`config.mk`:
```
export PLATFORM = sky130hd
export DESIGN_NAME = accel_axis_remap_offset_calibrate_core_flat
export DESIGN_NICKNAME = d
export VERILOG_FILES = /design/src/rtl/aroc_pkg.sv /design/src/rtl/aroc_if.sv /design/src/rtl/aroc_remap.sv /design/src/rtl/aroc_lane.sv /design/src/rtl/aroc_merge.sv /design/src/rtl/accel_axis_remap_offset_calibrate_core.sv /design/src/flat_wrapper.sv
export SDC_FILE = /design/constraint.sdc
export NUM_CORES = 2
export LEC_CHECK = 0
export ABC_AREA = 1
export BUFFER_PORTS_ARGS = -buffer_cell sky130_fd_sc_hd__buf_2
export CORE_ASPECT_RATIO = 2
export CORE_UTILIZATION = 64
export CTS_CLUSTER_SIZE = 20
export DETAILED_ROUTE_END_ITERATION = 7
export PLACE_DENSITY = 0.89
export SETUP_SLACK_MARGIN = 0.5
export SLEW_MARGIN = 30
export SYNTH_ARGS = -nofsm -noshare
export SYNTH_HDL_FRONTEND = slang
export SYNTH_SLANG_ARGS = --single-unit
export TNS_END_PERCENT = 50
```
`constraint.sdc`:
```
create_clock -name clk -period 6.8 [get_ports clk]
set_input_delay 1.02 -clock clk [delete_from_list [all_inputs] [get_ports clk]]
set_output_delay 1.02 -clock clk [all_outputs]
set_load 0.05 [all_outputs]
```
`src/rtl/aroc_pkg.sv`:
```
//------------------------------------------------------------------------------
// aroc_pkg
// Shared types and codes of the accelerometer remap and offset calibration core.
//------------------------------------------------------------------------------
`default_nettype none

package aroc_pkg;

	// Field widths
	localparam int RAW_W  = 12;   // decoded axis
	localparam int AXIS_W = 13;   // remapped axis, load offset
	localparam int OUT_W  = 14;   // result axis, stored offset
	localparam int SUM_W  = 18;   // calibration sum
	localparam int ORI_W  = 3;

	// Command codes of an input beat
	localparam logic [1:0] CMD_SAMPLE = 2'd0;
	localparam logic [1:0] CMD_CAL    = 2'd1;
	localparam logic [1:0] CMD_CLEAR  = 2'd2;
	localparam logic [1:0] CMD_LOAD   = 2'd3;

	// Kind codes of a result beat
	localparam logic [1:0] KIND_SAMPLE = 2'd0;
	localparam logic [1:0] KIND_CALIB  = 2'd1;
	localparam logic [1:0] KIND_DONE   = 2'd2;
	localparam logic [1:0] KIND_OFFSET = 2'd3;

	// Mounting orientations
	localparam logic [ORI_W-1:0] MNT_NEG_XY    = 3'd0;  // (-dx,-dy, dz)
	localparam logic [ORI_W-1:0] MNT_ROT_CCW   = 3'd1;  // (-dy, dx, dz)
	localparam logic [ORI_W-1:0] MNT_IDENT     = 3'd2;  // ( dx, dy, dz)
	localparam logic [ORI_W-1:0] MNT_ROT_CW    = 3'd3;  // ( dy,-dx, dz)
	localparam logic [ORI_W-1:0] MNT_FLIP_Y    = 3'd4;  // ( dx,-dy,-dz)
	localparam logic [ORI_W-1:0] MNT_SWAP      = 3'd5;  // ( dy, dx,-dz)
	localparam logic [ORI_W-1:0] MNT_FLIP_X    = 3'd6;  // (-dx, dy,-dz)
	localparam logic [ORI_W-1:0] MNT_SWAP_NEG  = 3'd7;  // (-dy,-dx,-dz)

	// Control broadcast from the top level to every axis lane
	typedef struct packed {
		logic       fire;       // input beat accepted
		logic [1:0] cmd;        // its command
		logic       acc;        // accumulate this beat
		logic       div_start;  // this beat ends a calibration run
		logic       div_fin;    // divider result is ready this cycle
	} lane_ctrl_t;

	// One result beat
	typedef struct packed {
		logic        [1:0]       kind;
		logic signed [OUT_W-1:0] x;
		logic signed [OUT_W-1:0] y;
		logic signed [OUT_W-1:0] z;
	} result_t;

endpackage

`default_nettype wire

```
`src/rtl/aroc_if.sv`:
```
//------------------------------------------------------------------------------
// aroc_if
// Valid/ready channels of the core: raw input, result and configuration write.
//------------------------------------------------------------------------------
`default_nettype none

interface aroc_in_if;
	logic                      valid;
	logic                      ready;
	logic [1:0]                cmd;
	logic [7:0]                x_low_byte;
	logic [7:0]                x_high_byte;
	logic [7:0]                y_low_byte;
	logic [7:0]                y_high_byte;
	logic [7:0]                z_low_byte;
	logic [7:0]                z_high_byte;
	logic signed [12:0]        load_offset_x;
	logic signed [12:0]        load_offset_y;
	logic signed [12:0]        load_offset_z;

	modport source (
		output valid, cmd, x_low_byte, x_high_byte, y_low_byte, y_high_byte,
		       z_low_byte, z_high_byte, load_offset_x, load_offset_y, load_offset_z,
		input  ready
	);
	modport sink (
		input  valid, cmd, x_low_byte, x_high_byte, y_low_byte, y_high_byte,
		       z_low_byte, z_high_byte, load_offset_x, load_offset_y, load_offset_z,
		output ready
	);
endinterface

interface aroc_out_if;
	logic               valid;
	logic               ready;
	logic [1:0]         kind;
	logic signed [13:0] axis_x;
	logic signed [13:0] axis_y;
	logic signed [13:0] axis_z;

	modport source (output valid, kind, axis_x, axis_y, axis_z, input ready);
	modport sink   (input  valid, kind, axis_x, axis_y, axis_z, output ready);
endinterface

interface aroc_cfg_if;
	logic       valid;
	logic       ready;
	logic [2:0] data;

	modport source (output valid, data, input ready);
	modport sink   (input  valid, data, output ready);
endinterface

`default_nettype wire

```
`src/rtl/aroc_remap.sv`:
```
//------------------------------------------------------------------------------
// aroc_remap
// Decode the three raw register pairs and rotate them by the mounting matrix.
//------------------------------------------------------------------------------
`default_nettype none

module aroc_remap (
	input  wire logic [7:0]                          x_lo,
	input  wire logic [7:0]                          x_hi,
	input  wire logic [7:0]                          y_lo,
	input  wire logic [7:0]                          y_hi,
	input  wire logic [7:0]                          z_lo,
	input  wire logic [7:0]                          z_hi,
	input  wire logic [aroc_pkg::ORI_W-1:0]          orient,
	output logic signed [aroc_pkg::AXIS_W-1:0]       rx,
	output logic signed [aroc_pkg::AXIS_W-1:0]       ry,
	output logic signed [aroc_pkg::AXIS_W-1:0]       rz
);

	logic signed [aroc_pkg::RAW_W-1:0]  dx_raw, dy_raw, dz_raw;
	logic signed [aroc_pkg::AXIS_W-1:0] dx, dy, dz;

	// High byte is signed, low nibble sits in bits 7..4 of the low byte
	assign dx_raw = $signed({x_hi, x_lo[7:4]});
	assign dy_raw = $signed({y_hi, y_lo[7:4]});
	assign dz_raw = $signed({z_hi, z_lo[7:4]});
	assign dx = aroc_pkg::AXIS_W'(dx_raw);
	assign dy = aroc_pkg::AXIS_W'(dy_raw);
	assign dz = aroc_pkg::AXIS_W'(dz_raw);

	// Select and negate per orientation
	always_comb begin
		unique case (orient)
			aroc_pkg::MNT_NEG_XY: begin
				rx = -dx; ry = -dy; rz = dz;
			end
			aroc_pkg::MNT_ROT_CCW: begin
				rx = -dy; ry = dx; rz = dz;
			end
			aroc_pkg::MNT_IDENT: begin
				rx = dx; ry = dy; rz = dz;
			end
			aroc_pkg::MNT_ROT_CW: begin
				rx = dy; ry = -dx; rz = dz;
			end
			aroc_pkg::MNT_FLIP_Y: begin
				rx = dx; ry = -dy; rz = -dz;
			end
			aroc_pkg::MNT_SWAP: begin
				rx = dy; ry = dx; rz = -dz;
			end
			aroc_pkg::MNT_FLIP_X: begin
				rx = -dx; ry = dy; rz = -dz;
			end
			aroc_pkg::MNT_SWAP_NEG: begin
				rx = -dy; ry = -dx; rz = -dz;
			end
			default: begin
				rx = dx; ry = dy; rz = dz;
			end
		endcase
	end

endmodule

`default_nettype wire

```
`src/rtl/aroc_lane.sv`:
```
//------------------------------------------------------------------------------
// aroc_lane
// One axis: offset store, offset subtract, saturating calibration sum and a
// two-stage reciprocal divider that turns the sum into the new offset.
//------------------------------------------------------------------------------
`default_nettype none

module aroc_lane #(
	parameter int         CAL_SAMPLES = 20,
	parameter int         ONE_G       = 1024,
	parameter logic       AXIS_Z      = 1'b0
) (
	input  wire logic                                  clk,
	input  wire logic                                  arst_n,
	input  wire aroc_pkg::lane_ctrl_t                  ctrl,
	input  wire logic signed [aroc_pkg::AXIS_W-1:0]    sample,
	input  wire logic signed [aroc_pkg::AXIS_W-1:0]    load_val,
	output logic signed [aroc_pkg::OUT_W-1:0]          axis_now,
	output logic signed [aroc_pkg::OUT_W-1:0]          off_div
);

	localparam int SUM_W  = aroc_pkg::SUM_W;
	localparam int OUT_W  = aroc_pkg::OUT_W;
	localparam int WIDE_W = SUM_W + 1;
	localparam int SHIFT  = SUM_W + $clog2(CAL_SAMPLES);
	localparam int RCP_W  = SUM_W + 2;
	localparam int PROD_W = SUM_W + RCP_W;
	localparam logic [RCP_W-1:0] RECIP = RCP_W'(((longint'(1) << SHIFT)
		+ longint'(CAL_SAMPLES) - longint'(1)) / longint'(CAL_SAMPLES));
	localparam logic signed [WIDE_W-1:0] SUM_MAX = WIDE_W'((1 << (SUM_W - 1)) - 1);
	localparam logic signed [WIDE_W-1:0] SUM_MIN = -WIDE_W'(1 << (SUM_W - 1));
	localparam logic signed [WIDE_W-1:0] GRAV    = AXIS_Z ? WIDE_W'(ONE_G) : '0;
	localparam logic signed [WIDE_W-1:0] ZLIM_HI = WIDE_W'(2047);
	localparam logic signed [WIDE_W-1:0] ZLIM_LO = -WIDE_W'(2048);
	localparam logic signed [OUT_W-1:0]  LD_HI   = AXIS_Z ? OUT_W'(2047) : OUT_W'(2048);
	localparam logic signed [OUT_W-1:0]  LD_LO   = -OUT_W'(2048);

	logic signed [OUT_W-1:0]  off_q;
	logic signed [SUM_W-1:0]  sum_q;
	logic signed [WIDE_W-1:0] sum_wide;
	logic signed [SUM_W-1:0]  sum_sat;
	logic [SUM_W-1:0]         mag;
	logic [SUM_W-1:0]         mag_s1;
	logic                     neg_s1;
	logic [PROD_W-1:0]        prod_s2;
	logic                     neg_s2;
	logic [SUM_W-1:0]         q_mag;
	logic signed [WIDE_W-1:0] q_s, q_adj, q_fin;
	logic signed [OUT_W-1:0]  sample_w, load_w, load_c;

	// Saturating accumulate
	assign sum_wide = WIDE_W'(sum_q) + WIDE_W'(sample);
	always_comb begin
		if (sum_wide > SUM_MAX) begin
			sum_sat = SUM_W'(SUM_MAX);
		end else if (sum_wide < SUM_MIN) begin
			sum_sat = SUM_W'(SUM_MIN);
		end else begin
			sum_sat = SUM_W'(sum_wide);
		end
	end

	// Magnitude for the unsigned divider, sign travels alongside
	assign mag = sum_sat[SUM_W-1] ? (~sum_sat + 1'b1) : sum_sat;

	// Hold sum; clear it when a run ends or is discarded
	always_ff @(posedge clk or negedge arst_n) begin
		if (!arst_n) begin
			sum_q <= '0;
		end else if (ctrl.div_start) begin
			sum_q <= '0;
		end else if (ctrl.acc) begin
			sum_q <= sum_sat;
		end else if (ctrl.fire && (ctrl.cmd == aroc_pkg::CMD_CLEAR ||
		                           ctrl.cmd == aroc_pkg::CMD_LOAD)) begin
			sum_q <= '0;
		end
	end

	// Divider stage 1: capture magnitude and sign
	always_ff @(posedge clk) begin
		if (ctrl.div_start) begin
			mag_s1 <= mag;
			neg_s1 <= sum_sat[SUM_W-1];
		end
	end

	// Divider stage 2: multiply by the reciprocal
	always_ff @(posedge clk) begin
		prod_s2 <= PROD_W'(mag_s1) * PROD_W'(RECIP);
		neg_s2  <= neg_s1;
	end

	// Shift down, restore sign, move Z one g toward zero and clamp it
	assign q_mag = SUM_W'(prod_s2 >> SHIFT);
	assign q_s   = neg_s2 ? -$signed({1'b0, q_mag}) : $signed({1'b0, q_mag});
	always_comb begin
		if (q_s > 0) begin
			q_adj = q_s - GRAV;
		end else if (q_s < 0) begin
			q_adj = q_s + GRAV;
		end else begin
			q_adj = q_s;
		end
		q_fin = q_adj;
		if (AXIS_Z) begin
			if (q_adj > ZLIM_HI) begin
				q_fin = ZLIM_HI;
			end else if (q_adj < ZLIM_LO) begin
				q_fin = ZLIM_LO;
			end
		end
	end
	assign off_div = OUT_W'(q_fin);

	// Clamp a loaded offset
	assign load_w = OUT_W'(load_val);
	always_comb begin
		if (load_w > LD_HI) begin
			load_c = LD_HI;
		end else if (load_w < LD_LO) begin
			load_c = LD_LO;
		end else begin
			load_c = load_w;
		end
	end

	// Offset register, kept modulo the result width
	always_ff @(posedge clk or negedge arst_n) begin
		if (!arst_n) begin
			off_q <= '0;
		end else if (ctrl.div_fin) begin
			off_q <= off_div;
		end else if (ctrl.fire && ctrl.cmd == aroc_pkg::CMD_CLEAR) begin
			off_q <= '0;
		end else if (ctrl.fire && ctrl.cmd == aroc_pkg::CMD_LOAD) begin
			off_q <= load_c;
		end
	end

	// Immediate result of this axis
	assign sample_w = OUT_W'(sample);
	always_comb begin
		case (ctrl.cmd)
			aroc_pkg::CMD_SAMPLE: axis_now = sample_w - off_q;
			aroc_pkg::CMD_CAL:    axis_now = sample_w;
			aroc_pkg::CMD_CLEAR:  axis_now = '0;
			default:              axis_now = load_c;
		endcase
	end

endmodule

`default_nettype wire

```
`src/rtl/aroc_merge.sv`:
```
//------------------------------------------------------------------------------
// aroc_merge
// Combine the lane values with the kind code and queue them in a two-entry
// output buffer that drives the result channel.
//------------------------------------------------------------------------------
`default_nettype none

module aroc_merge (
	input  wire logic                                clk,
	input  wire logic                                arst_n,
	input  wire logic                                push,
	input  wire logic [1:0]                          kind,
	input  wire logic signed [aroc_pkg::OUT_W-1:0]   vx,
	input  wire logic signed [aroc_pkg::OUT_W-1:0]   vy,
	input  wire logic signed [aroc_pkg::OUT_W-1:0]   vz,
	output logic                                     full,
	aroc_out_if.source                               out_ch
);

	aroc_pkg::result_t slot_q [2];
	logic              wr_q, rd_q;
	logic [1:0]        cnt_q;
	logic              pop;

	assign pop          = out_ch.valid && out_ch.ready;
	assign full         = (cnt_q == 2'd2);
	assign out_ch.valid = (cnt_q != 2'd0);
	assign out_ch.kind   = slot_q[rd_q].kind;
	assign out_ch.axis_x = slot_q[rd_q].x;
	assign out_ch.axis_y = slot_q[rd_q].y;
	assign out_ch.axis_z = slot_q[rd_q].z;

	// Write the merged beat
	always_ff @(posedge clk) begin
		if (push) begin
			slot_q[wr_q] <= '{kind: kind, x: vx, y: vy, z: vz};
		end
	end

	// Advance pointers and fill count
	always_ff @(posedge clk or negedge arst_n) begin
		if (!arst_n) begin
			wr_q  <= 1'b0;
			rd_q  <= 1'b0;
			cnt_q <= 2'd0;
		end else begin
			if (push) begin
				wr_q <= ~wr_q;
			end
			if (pop) begin
				rd_q <= ~rd_q;
			end
			if (push && !pop) begin
				cnt_q <= cnt_q + 2'd1;
			end else if (pop && !push) begin
				cnt_q <= cnt_q - 2'd1;
			end
		end
	end

endmodule

`default_nettype wire

```
`src/rtl/accel_axis_remap_offset_calibrate_core.sv`:
```
//------------------------------------------------------------------------------
// accel_axis_remap_offset_calibrate_core
// Accelerometer axis remap with offset subtraction and averaging calibration.
//------------------------------------------------------------------------------
// Usage:
//  in_ch carries one command beat: six raw register bytes plus load offsets.
//  out_ch returns exactly one result beat per input beat, in order.
//  cfg_ch writes the mounting orientation; it is always ready and must only
//  be written while no beat is in flight.
//  Throughput: one beat per cycle while in_ch.ready is high. The beat that
//  completes a calibration run goes through a two-stage reciprocal multiply
//  in each axis lane; input is held after it until the offsets are written,
//  so the next beat sees the new offsets. Results are registered in the
//  output buffer; a run-completing beat first passes both divider stages.
//  A two-entry output buffer lets input continue while a result waits; when
//  the receiver stalls and the buffer fills, in_ch.ready drops.
//  Reset clears offsets, sums and the sample count and sets the orientation
//  to identity mounting.
//------------------------------------------------------------------------------
`default_nettype none

module accel_axis_remap_offset_calibrate_core #(
	parameter int CAL_SAMPLES = 20,
	parameter int ONE_G       = 1024
) (
	input  wire logic  clk,
	input  wire logic  arst_n,
	aroc_in_if.sink    in_ch,
	aroc_out_if.source out_ch,
	aroc_cfg_if.sink   cfg_ch
);

	localparam int CNT_W = $clog2(CAL_SAMPLES + 1);

	logic [aroc_pkg::ORI_W-1:0]         orient_q;
	logic [CNT_W-1:0]                   count_q, count_inc;
	logic                               busy_q;
	logic                               div_s1, div_s2;
	logic                               fire, acc, done, full, push;
	logic [1:0]                         kind;
	aroc_pkg::lane_ctrl_t               ctrl;
	logic signed [aroc_pkg::AXIS_W-1:0] rx, ry, rz;
	logic signed [aroc_pkg::OUT_W-1:0]  nx, ny, nz, dx, dy, dz;
	logic signed [aroc_pkg::OUT_W-1:0]  vx, vy, vz;

	// Configuration register
	assign cfg_ch.ready = 1'b1;
	always_ff @(posedge clk or negedge arst_n) begin
		if (!arst_n) begin
			orient_q <= aroc_pkg::MNT_IDENT;
		end else if (cfg_ch.valid) begin
			orient_q <= cfg_ch.data;
		end
	end

	// Input handshake and calibration run control
	assign in_ch.ready = !busy_q && !full;
	assign fire        = in_ch.valid && in_ch.ready;
	assign acc         = fire && (in_ch.cmd == aroc_pkg::CMD_CAL);
	assign count_inc   = count_q + 1'b1;
	assign done        = acc && (count_inc >= CNT_W'(CAL_SAMPLES));

	always_ff @(posedge clk or negedge arst_n) begin
		if (!arst_n) begin
			count_q <= '0;
		end else if (done) begin
			count_q <= '0;
		end else if (acc) begin
			count_q <= count_inc;
		end else if (fire && (in_ch.cmd == aroc_pkg::CMD_CLEAR ||
		                      in_ch.cmd == aroc_pkg::CMD_LOAD)) begin
			count_q <= '0;
		end
	end

	// Track the divider stages; hold input until the offsets are written
	always_ff @(posedge clk or negedge arst_n) begin
		if (!arst_n) begin
			div_s1 <= 1'b0;
			div_s2 <= 1'b0;
			busy_q <= 1'b0;
		end else begin
			div_s1 <= done;
			div_s2 <= div_s1;
			busy_q <= done || div_s1;
		end
	end

	assign ctrl = '{fire: fire, cmd: in_ch.cmd, acc: acc, div_start: done, div_fin: div_s2};

	aroc_remap u_remap (
		.x_lo   (in_ch.x_low_byte),
		.x_hi   (in_ch.x_high_byte),
		.y_lo   (in_ch.y_low_byte),
		.y_hi   (in_ch.y_high_byte),
		.z_lo   (in_ch.z_low_byte),
		.z_hi   (in_ch.z_high_byte),
		.orient (orient_q),
		.rx     (rx),
		.ry     (ry),
		.rz     (rz)
	);

	aroc_lane #(.CAL_SAMPLES(CAL_SAMPLES), .ONE_G(ONE_G), .AXIS_Z(1'b0)) u_lane_x (
		.clk      (clk),
		.arst_n   (arst_n),
		.ctrl     (ctrl),
		.sample   (rx),
		.load_val (in_ch.load_offset_x),
		.axis_now (nx),
		.off_div  (dx)
	);

	aroc_lane #(.CAL_SAMPLES(CAL_SAMPLES), .ONE_G(ONE_G), .AXIS_Z(1'b0)) u_lane_y (
		.clk      (clk),
		.arst_n   (arst_n),
		.ctrl     (ctrl),
		.sample   (ry),
		.load_val (in_ch.load_offset_y),
		.axis_now (ny),
		.off_div  (dy)
	);

	aroc_lane #(.CAL_SAMPLES(CAL_SAMPLES), .ONE_G(ONE_G), .AXIS_Z(1'b1)) u_lane_z (
		.clk      (clk),
		.arst_n   (arst_n),
		.ctrl     (ctrl),
		.sample   (rz),
		.load_val (in_ch.load_offset_z),
		.axis_now (nz),
		.off_div  (dz)
	);

	// Pick the beat to push: divider result, or the immediate lane values
	always_comb begin
		case (in_ch.cmd)
			aroc_pkg::CMD_SAMPLE: kind = aroc_pkg::KIND_SAMPLE;
			aroc_pkg::CMD_CAL:    kind = aroc_pkg::KIND_CALIB;
			default:              kind = aroc_pkg::KIND_OFFSET;
		endcase
		if (div_s2) begin
			kind = aroc_pkg::KIND_DONE;
		end
	end
	assign push = div_s2 || (fire && !done);
	assign vx   = div_s2 ? dx : nx;
	assign vy   = div_s2 ? dy : ny;
	assign vz   = div_s2 ? dz : nz;

	aroc_merge u_merge (
		.clk    (clk),
		.arst_n (arst_n),
		.push   (push),
		.kind   (kind),
		.vx     (vx),
		.vy     (vy),
		.vz     (vz),
		.full   (full),
		.out_ch (out_ch)
	);

endmodule

`default_nettype wire

```
`src/flat_wrapper.sv`:
```
// flat-port wrapper written by rule: the top's interface ports become plain ports
module accel_axis_remap_offset_calibrate_core_flat 
#(
	parameter int CAL_SAMPLES = 20,
	parameter int ONE_G       = 1024
)
  (clk, arst_n, in_ch_valid, in_ch_cmd, in_ch_x_low_byte, in_ch_x_high_byte, in_ch_y_low_byte, in_ch_y_high_byte, in_ch_z_low_byte, in_ch_z_high_byte, in_ch_load_offset_x, in_ch_load_offset_y, in_ch_load_offset_z, in_ch_ready, out_ch_valid, out_ch_kind, out_ch_axis_x, out_ch_axis_y, out_ch_axis_z, out_ch_ready, cfg_ch_valid, cfg_ch_data, cfg_ch_ready);
  aroc_in_if in_ch_i ();
  aroc_out_if out_ch_i ();
  aroc_cfg_if cfg_ch_i ();
  input  wire logic clk;
  input  wire logic arst_n;
  input wire logic [$bits(in_ch_i.valid)-1:0] in_ch_valid;
  input wire logic [$bits(in_ch_i.cmd)-1:0] in_ch_cmd;
  input wire logic [$bits(in_ch_i.x_low_byte)-1:0] in_ch_x_low_byte;
  input wire logic [$bits(in_ch_i.x_high_byte)-1:0] in_ch_x_high_byte;
  input wire logic [$bits(in_ch_i.y_low_byte)-1:0] in_ch_y_low_byte;
  input wire logic [$bits(in_ch_i.y_high_byte)-1:0] in_ch_y_high_byte;
  input wire logic [$bits(in_ch_i.z_low_byte)-1:0] in_ch_z_low_byte;
  input wire logic [$bits(in_ch_i.z_high_byte)-1:0] in_ch_z_high_byte;
  input wire logic [$bits(in_ch_i.load_offset_x)-1:0] in_ch_load_offset_x;
  input wire logic [$bits(in_ch_i.load_offset_y)-1:0] in_ch_load_offset_y;
  input wire logic [$bits(in_ch_i.load_offset_z)-1:0] in_ch_load_offset_z;
  output wire logic [$bits(in_ch_i.ready)-1:0] in_ch_ready;
  output wire logic [$bits(out_ch_i.valid)-1:0] out_ch_valid;
  output wire logic [$bits(out_ch_i.kind)-1:0] out_ch_kind;
  output wire logic [$bits(out_ch_i.axis_x)-1:0] out_ch_axis_x;
  output wire logic [$bits(out_ch_i.axis_y)-1:0] out_ch_axis_y;
  output wire logic [$bits(out_ch_i.axis_z)-1:0] out_ch_axis_z;
  input wire logic [$bits(out_ch_i.ready)-1:0] out_ch_ready;
  input wire logic [$bits(cfg_ch_i.valid)-1:0] cfg_ch_valid;
  input wire logic [$bits(cfg_ch_i.data)-1:0] cfg_ch_data;
  output wire logic [$bits(cfg_ch_i.ready)-1:0] cfg_ch_ready;
  assign in_ch_i.valid = in_ch_valid;
  assign in_ch_i.cmd = in_ch_cmd;
  assign in_ch_i.x_low_byte = in_ch_x_low_byte;
  assign in_ch_i.x_high_byte = in_ch_x_high_byte;
  assign in_ch_i.y_low_byte = in_ch_y_low_byte;
  assign in_ch_i.y_high_byte = in_ch_y_high_byte;
  assign in_ch_i.z_low_byte = in_ch_z_low_byte;
  assign in_ch_i.z_high_byte = in_ch_z_high_byte;
  assign in_ch_i.load_offset_x = in_ch_load_offset_x;
  assign in_ch_i.load_offset_y = in_ch_load_offset_y;
  assign in_ch_i.load_offset_z = in_ch_load_offset_z;
  assign in_ch_ready = in_ch_i.ready;
  assign out_ch_valid = out_ch_i.valid;
  assign out_ch_kind = out_ch_i.kind;
  assign out_ch_axis_x = out_ch_i.axis_x;
  assign out_ch_axis_y = out_ch_i.axis_y;
  assign out_ch_axis_z = out_ch_i.axis_z;
  assign out_ch_i.ready = out_ch_ready;
  assign cfg_ch_i.valid = cfg_ch_valid;
  assign cfg_ch_i.data = cfg_ch_data;
  assign cfg_ch_ready = cfg_ch_i.ready;
  accel_axis_remap_offset_calibrate_core #(.CAL_SAMPLES(CAL_SAMPLES), .ONE_G(ONE_G)) u_core (.clk(clk), .arst_n(arst_n), .in_ch(in_ch_i), .out_ch(out_ch_i), .cfg_ch(cfg_ch_i));
endmodule
```
==> impl_metrics.csv <==
group,metric,value,unit
cts,cts_sinks,301,
setup_path,path_class,"reg2reg",
global_routing,grt-ovfl-total,0,
setup_path,cp-start-kind,"register",
timing,rsz0062_at_grt,"true",
synthesis,synth_commonest_cells,"nand2_1 (1028), inv_1 (842), ha_1 (482)",
drt,met1Wirelength,33700,µm
timing,tns,0,ns
floorplanning,io_pins,144,
drt,wl_per_cell,21.0,µm
floorplanning,start_util,0.647,
global_routing,grt_pass1_wl,179000,µm
synthesis,syn_inst,4651,
drt,drc,1,
global_routing,grt_usage,0.413,
cts,htree_levels,1,
power,vdd.ir_drop.worst,0.000257,V
timing,final_max_slew_viol_count,0,
cts,numCtsBuffers,28,
cts,clk_path_buf_depth,3,
floorplanning,dieArea,0.0580,mm²
timing,hold_slack,0.293,ns
drt,dr_wl_met3,7040,µm
timing,max_freq,164,MHz
setup_path,critPathMaxFanout,4,
setup_path,crit_top_cell,"fa_1",
finish,area_growth,6.80,%
global_routing,grt_pass1_vias,34636,
setup_path,worstPathCellList,"ha_1, inv_1, fa_1, inv_1, fa_1, fa_1, fa_1, fa_1, ha_1, nand2_1, nor2_1, inv_1, nor3_1, nand3_1, o211a_1, o21ai_0, o21bai_1, nand2_1, o21ai_0, xor2_1",
timing,hold_viol,0,
drt,vias_per_cell,5.85,
synthesis,ys.flop_type,"edfxtp_1",
outcome,violations,"design-rule violations",
timing,final-setup-viol-count,0,
place,place_congestion,1.03,
drt,drt_iter0_markers,1942,
setup_path,critPathMaxStageDelay,0.55,ns
synthesis,synth_nets,5533,
setup_path,cp.required,7.36,ns
synthesis,syn_avg_cell_area,7.84,µm²
power,cellLeakagePower,20.7,nW
floorplanning,std_cell_rows,123,
drt,vias,32486,
synthesis,synth_simple_gate_area_frac,0.200,
synthesis,synth.most_common_cell,"nand2_1",
outcome,outcome,"complete, but fails checks",
synthesis,synth_compound_area_frac,0.113,
drt,final_antenna_net_count,0,
cts,clock-root-buffer,"clkbuf_16",
synthesis,yosysSeqAreaShare,0.220,
synthesis,synth_fa_ha_area_frac,0.332,
timing,maxSlewHeadroom,0.314,
floorplanning,core,0.0563,mm²
cts,clkTransAtPathRegs,0.07,ns
cts,clkLatencyLatePin,0.63,ns
global_routing,antenna_found_initial,17,
setup_path,cp.arrival,6.64,ns
finish,finish.net_count,5654,
setup_path,cp_slowest_cell,"edfxtp_1",
timing,finalCritPeriodShare,0.894,
cts,cts_tree,"done",
synthesis,async_flop_share,0.369,
synthesis,synthMuxAreaShare,0,
synthesis,ys_ff_latch,301,
drt,wl_met2,59300,µm
cts,hold_buffers,0,
floorplanning,die_w,171,µm
synthesis,synthXorXnorAreaFrac,0.0363,
place,hpwl,94700,µm
synthesis,synth_area_leaders,"fa_1 (17%), ha_1 (17%), edfxtp_1 (12%), nand2_1 (11%), inv_1 (8.7%)",
finish,drive_gt1_frac,0.0647,
timing,min_period,6.08,ns
drt,drt_wl_total,116000,µm
drt,routed.top_layer,"met5",
synthesis,synth.largest_area_cell,"fa_1",
global_routing,grt_max_degree,61,
cts,postCtsSetupBuffers,0,
floorplanning,chipHeight,340,µm
synthesis,synth_top_family_by_area,"adder cells",
drt,firstDrtPassIters,8,
min_path,hp-class,"in2async",
timing,fin_skew,0.0341,ns
synthesis,synth_cell_types,64,
synthesis,yosysWarnings,0,
setup_path,end_kind,"register",
power,powerDensity,313,mW/mm²
synthesis,synth_edf_count,145,
synthesis,synth_area,0.0364,mm²
place,io_buffers,130,
job,cap_violations,0,
timing,worstMarginPinSlew,1.02,ns
synthesis,synth_top_area_frac,0.166,
cts,cts_resized,0,
[cells by family after synthesis]
group / Yosys count
flip-flops: 301
buffers and inverters: 941
XOR/XNOR: 151
other: 1
adder cells (fa/ha/maj): 785
AO/OA/AOI/OAI: 728
AND/OR/NAND/NOR: 1744
[worst max-delay path, delay by kind of cell, from the launching register on]
family | cells | cell delay (ns)
AO/OA/AOI/OAI | 4 | 0.69
XOR/XNOR | 1 | 0.16
buffers and inverters | 3 | 0.49
adder cells (fa/ha/maj) | 7 | 3.29
flip-flops | 1 | 0.55
AND/OR/NAND/NOR | 5 | 0.85
[layout by cell type (no fill, tap or decap), types with 13 or more instances in the layout]
cell type,n
o21ai_0,273
xor2_1,111
dfrtp_1,109
dfxtp_1,45
nand2_1,1028
xnor2_1,40
clkbuf_16,28
buf_2,129
inv_2,13
o21bai_1,29
fa_1,303
a31oi_1,31
nor2_1,328
a21oi_1,267
or2_2,15
nor3_1,42
o22ai_1,16
edfxtp_1,145
inv_1,841
ha_1,482
nand3_1,212
buf_4,41
nand4_1,46
nand2_2,19
a21o_1,19
nor2_2,18
[final cells by class]
cell class | count | area [µm²]
Multi-Input combinational cell | 3409 | 24800
Fill cell | 4672 | 17400
Sequential cell | 301 | 8040
Inverter | 862 | 3240
Timing Repair Buffer | 170 | 953
Tap cell | 750 | 938
Clock buffer | 35 | 737
Clock inverter | 17 | 164
Antenna cell | 12 | 30.0
[power by group]
| part | leakage [nW] | internal, mW | switching [mW] | total, mW |
|---|---|---|---|---|
| registers | 3.12 | 2.64 | 0.219 | 2.86 |
| clock network | 0.447 | 0.826 | 0.780 | 1.61 |
| logic | 17.1 | 2.27 | 5.47 | 7.74 |
[final timing paths]
| path | startpoint | cells past startpoint | slack (ns) | end |
|---|---|---|---|---|
| min reg2reg | u_core.u_lane_z.neg_s1 | 0 | 0.34 | u_core.u_lane_z.neg_s2 |
| min | arst_n | 1 | 0.29 | u_core.u_lane_y.off_q[2] |
| max in group asynchronous | arst_n | 2 | 5.33 | u_core.u_merge.rd_q |
| min in group clk | u_core.u_lane_z.neg_s1 | 0 | 0.34 | u_core.u_lane_z.neg_s2 |
| max | u_core.u_lane_x.mag_s1[14] | 20 | 0.72 | u_core.u_lane_x.prod_s2[33] |
| max reg2reg | u_core.u_lane_x.mag_s1[14] | 20 | 0.72 | u_core.u_lane_x.prod_s2[33] |
[per-layer routing]
metal / vias up / track usage
met3: 736 / 0.0979
li1: 15267 / -
met5: - / 0
met1: 15254 / 0.329
met2: 1219 / 0.741
met4: 10 / 0.495
[stage by stage]
| step | setup WS, ns | cell area, µm² | total power [mW] | instances | util |
|---|---|---|---|---|---|
| after floorplan | 1.52 | 36500 | 8.53 | 4651 | - |
| after global placement | 0.645 | 38000 | 10.2 | 5491 | 0.674 |
| after detailed placement | 0.604 | 38000 | 10.4 | 5491 | 0.674 |
| after CTS | 0.733 | 38900 | 12.0 | 5543 | 0.690 |
| after global routing | 0.487 | 38900 | 13.1 | 5548 | 0.691 |
| final | 0.719 | 38900 | 12.2 | 5556 | 0.691 |
[state kept, by name (all words and copies together), names as in the netlist, 18 cells and up]
signal	cells
u_core.u_lane_x.mag_s1	18
u_core.u_lane_x.sum_q	18
u_core.u_lane_y.mag_s1	18
u_core.u_lane_y.sum_q	18
u_core.u_lane_z.mag_s1	18
u_core.u_lane_z.sum_q	18
u_core.u_merge.slot_q	88
(Power assumes the default switching activity.)
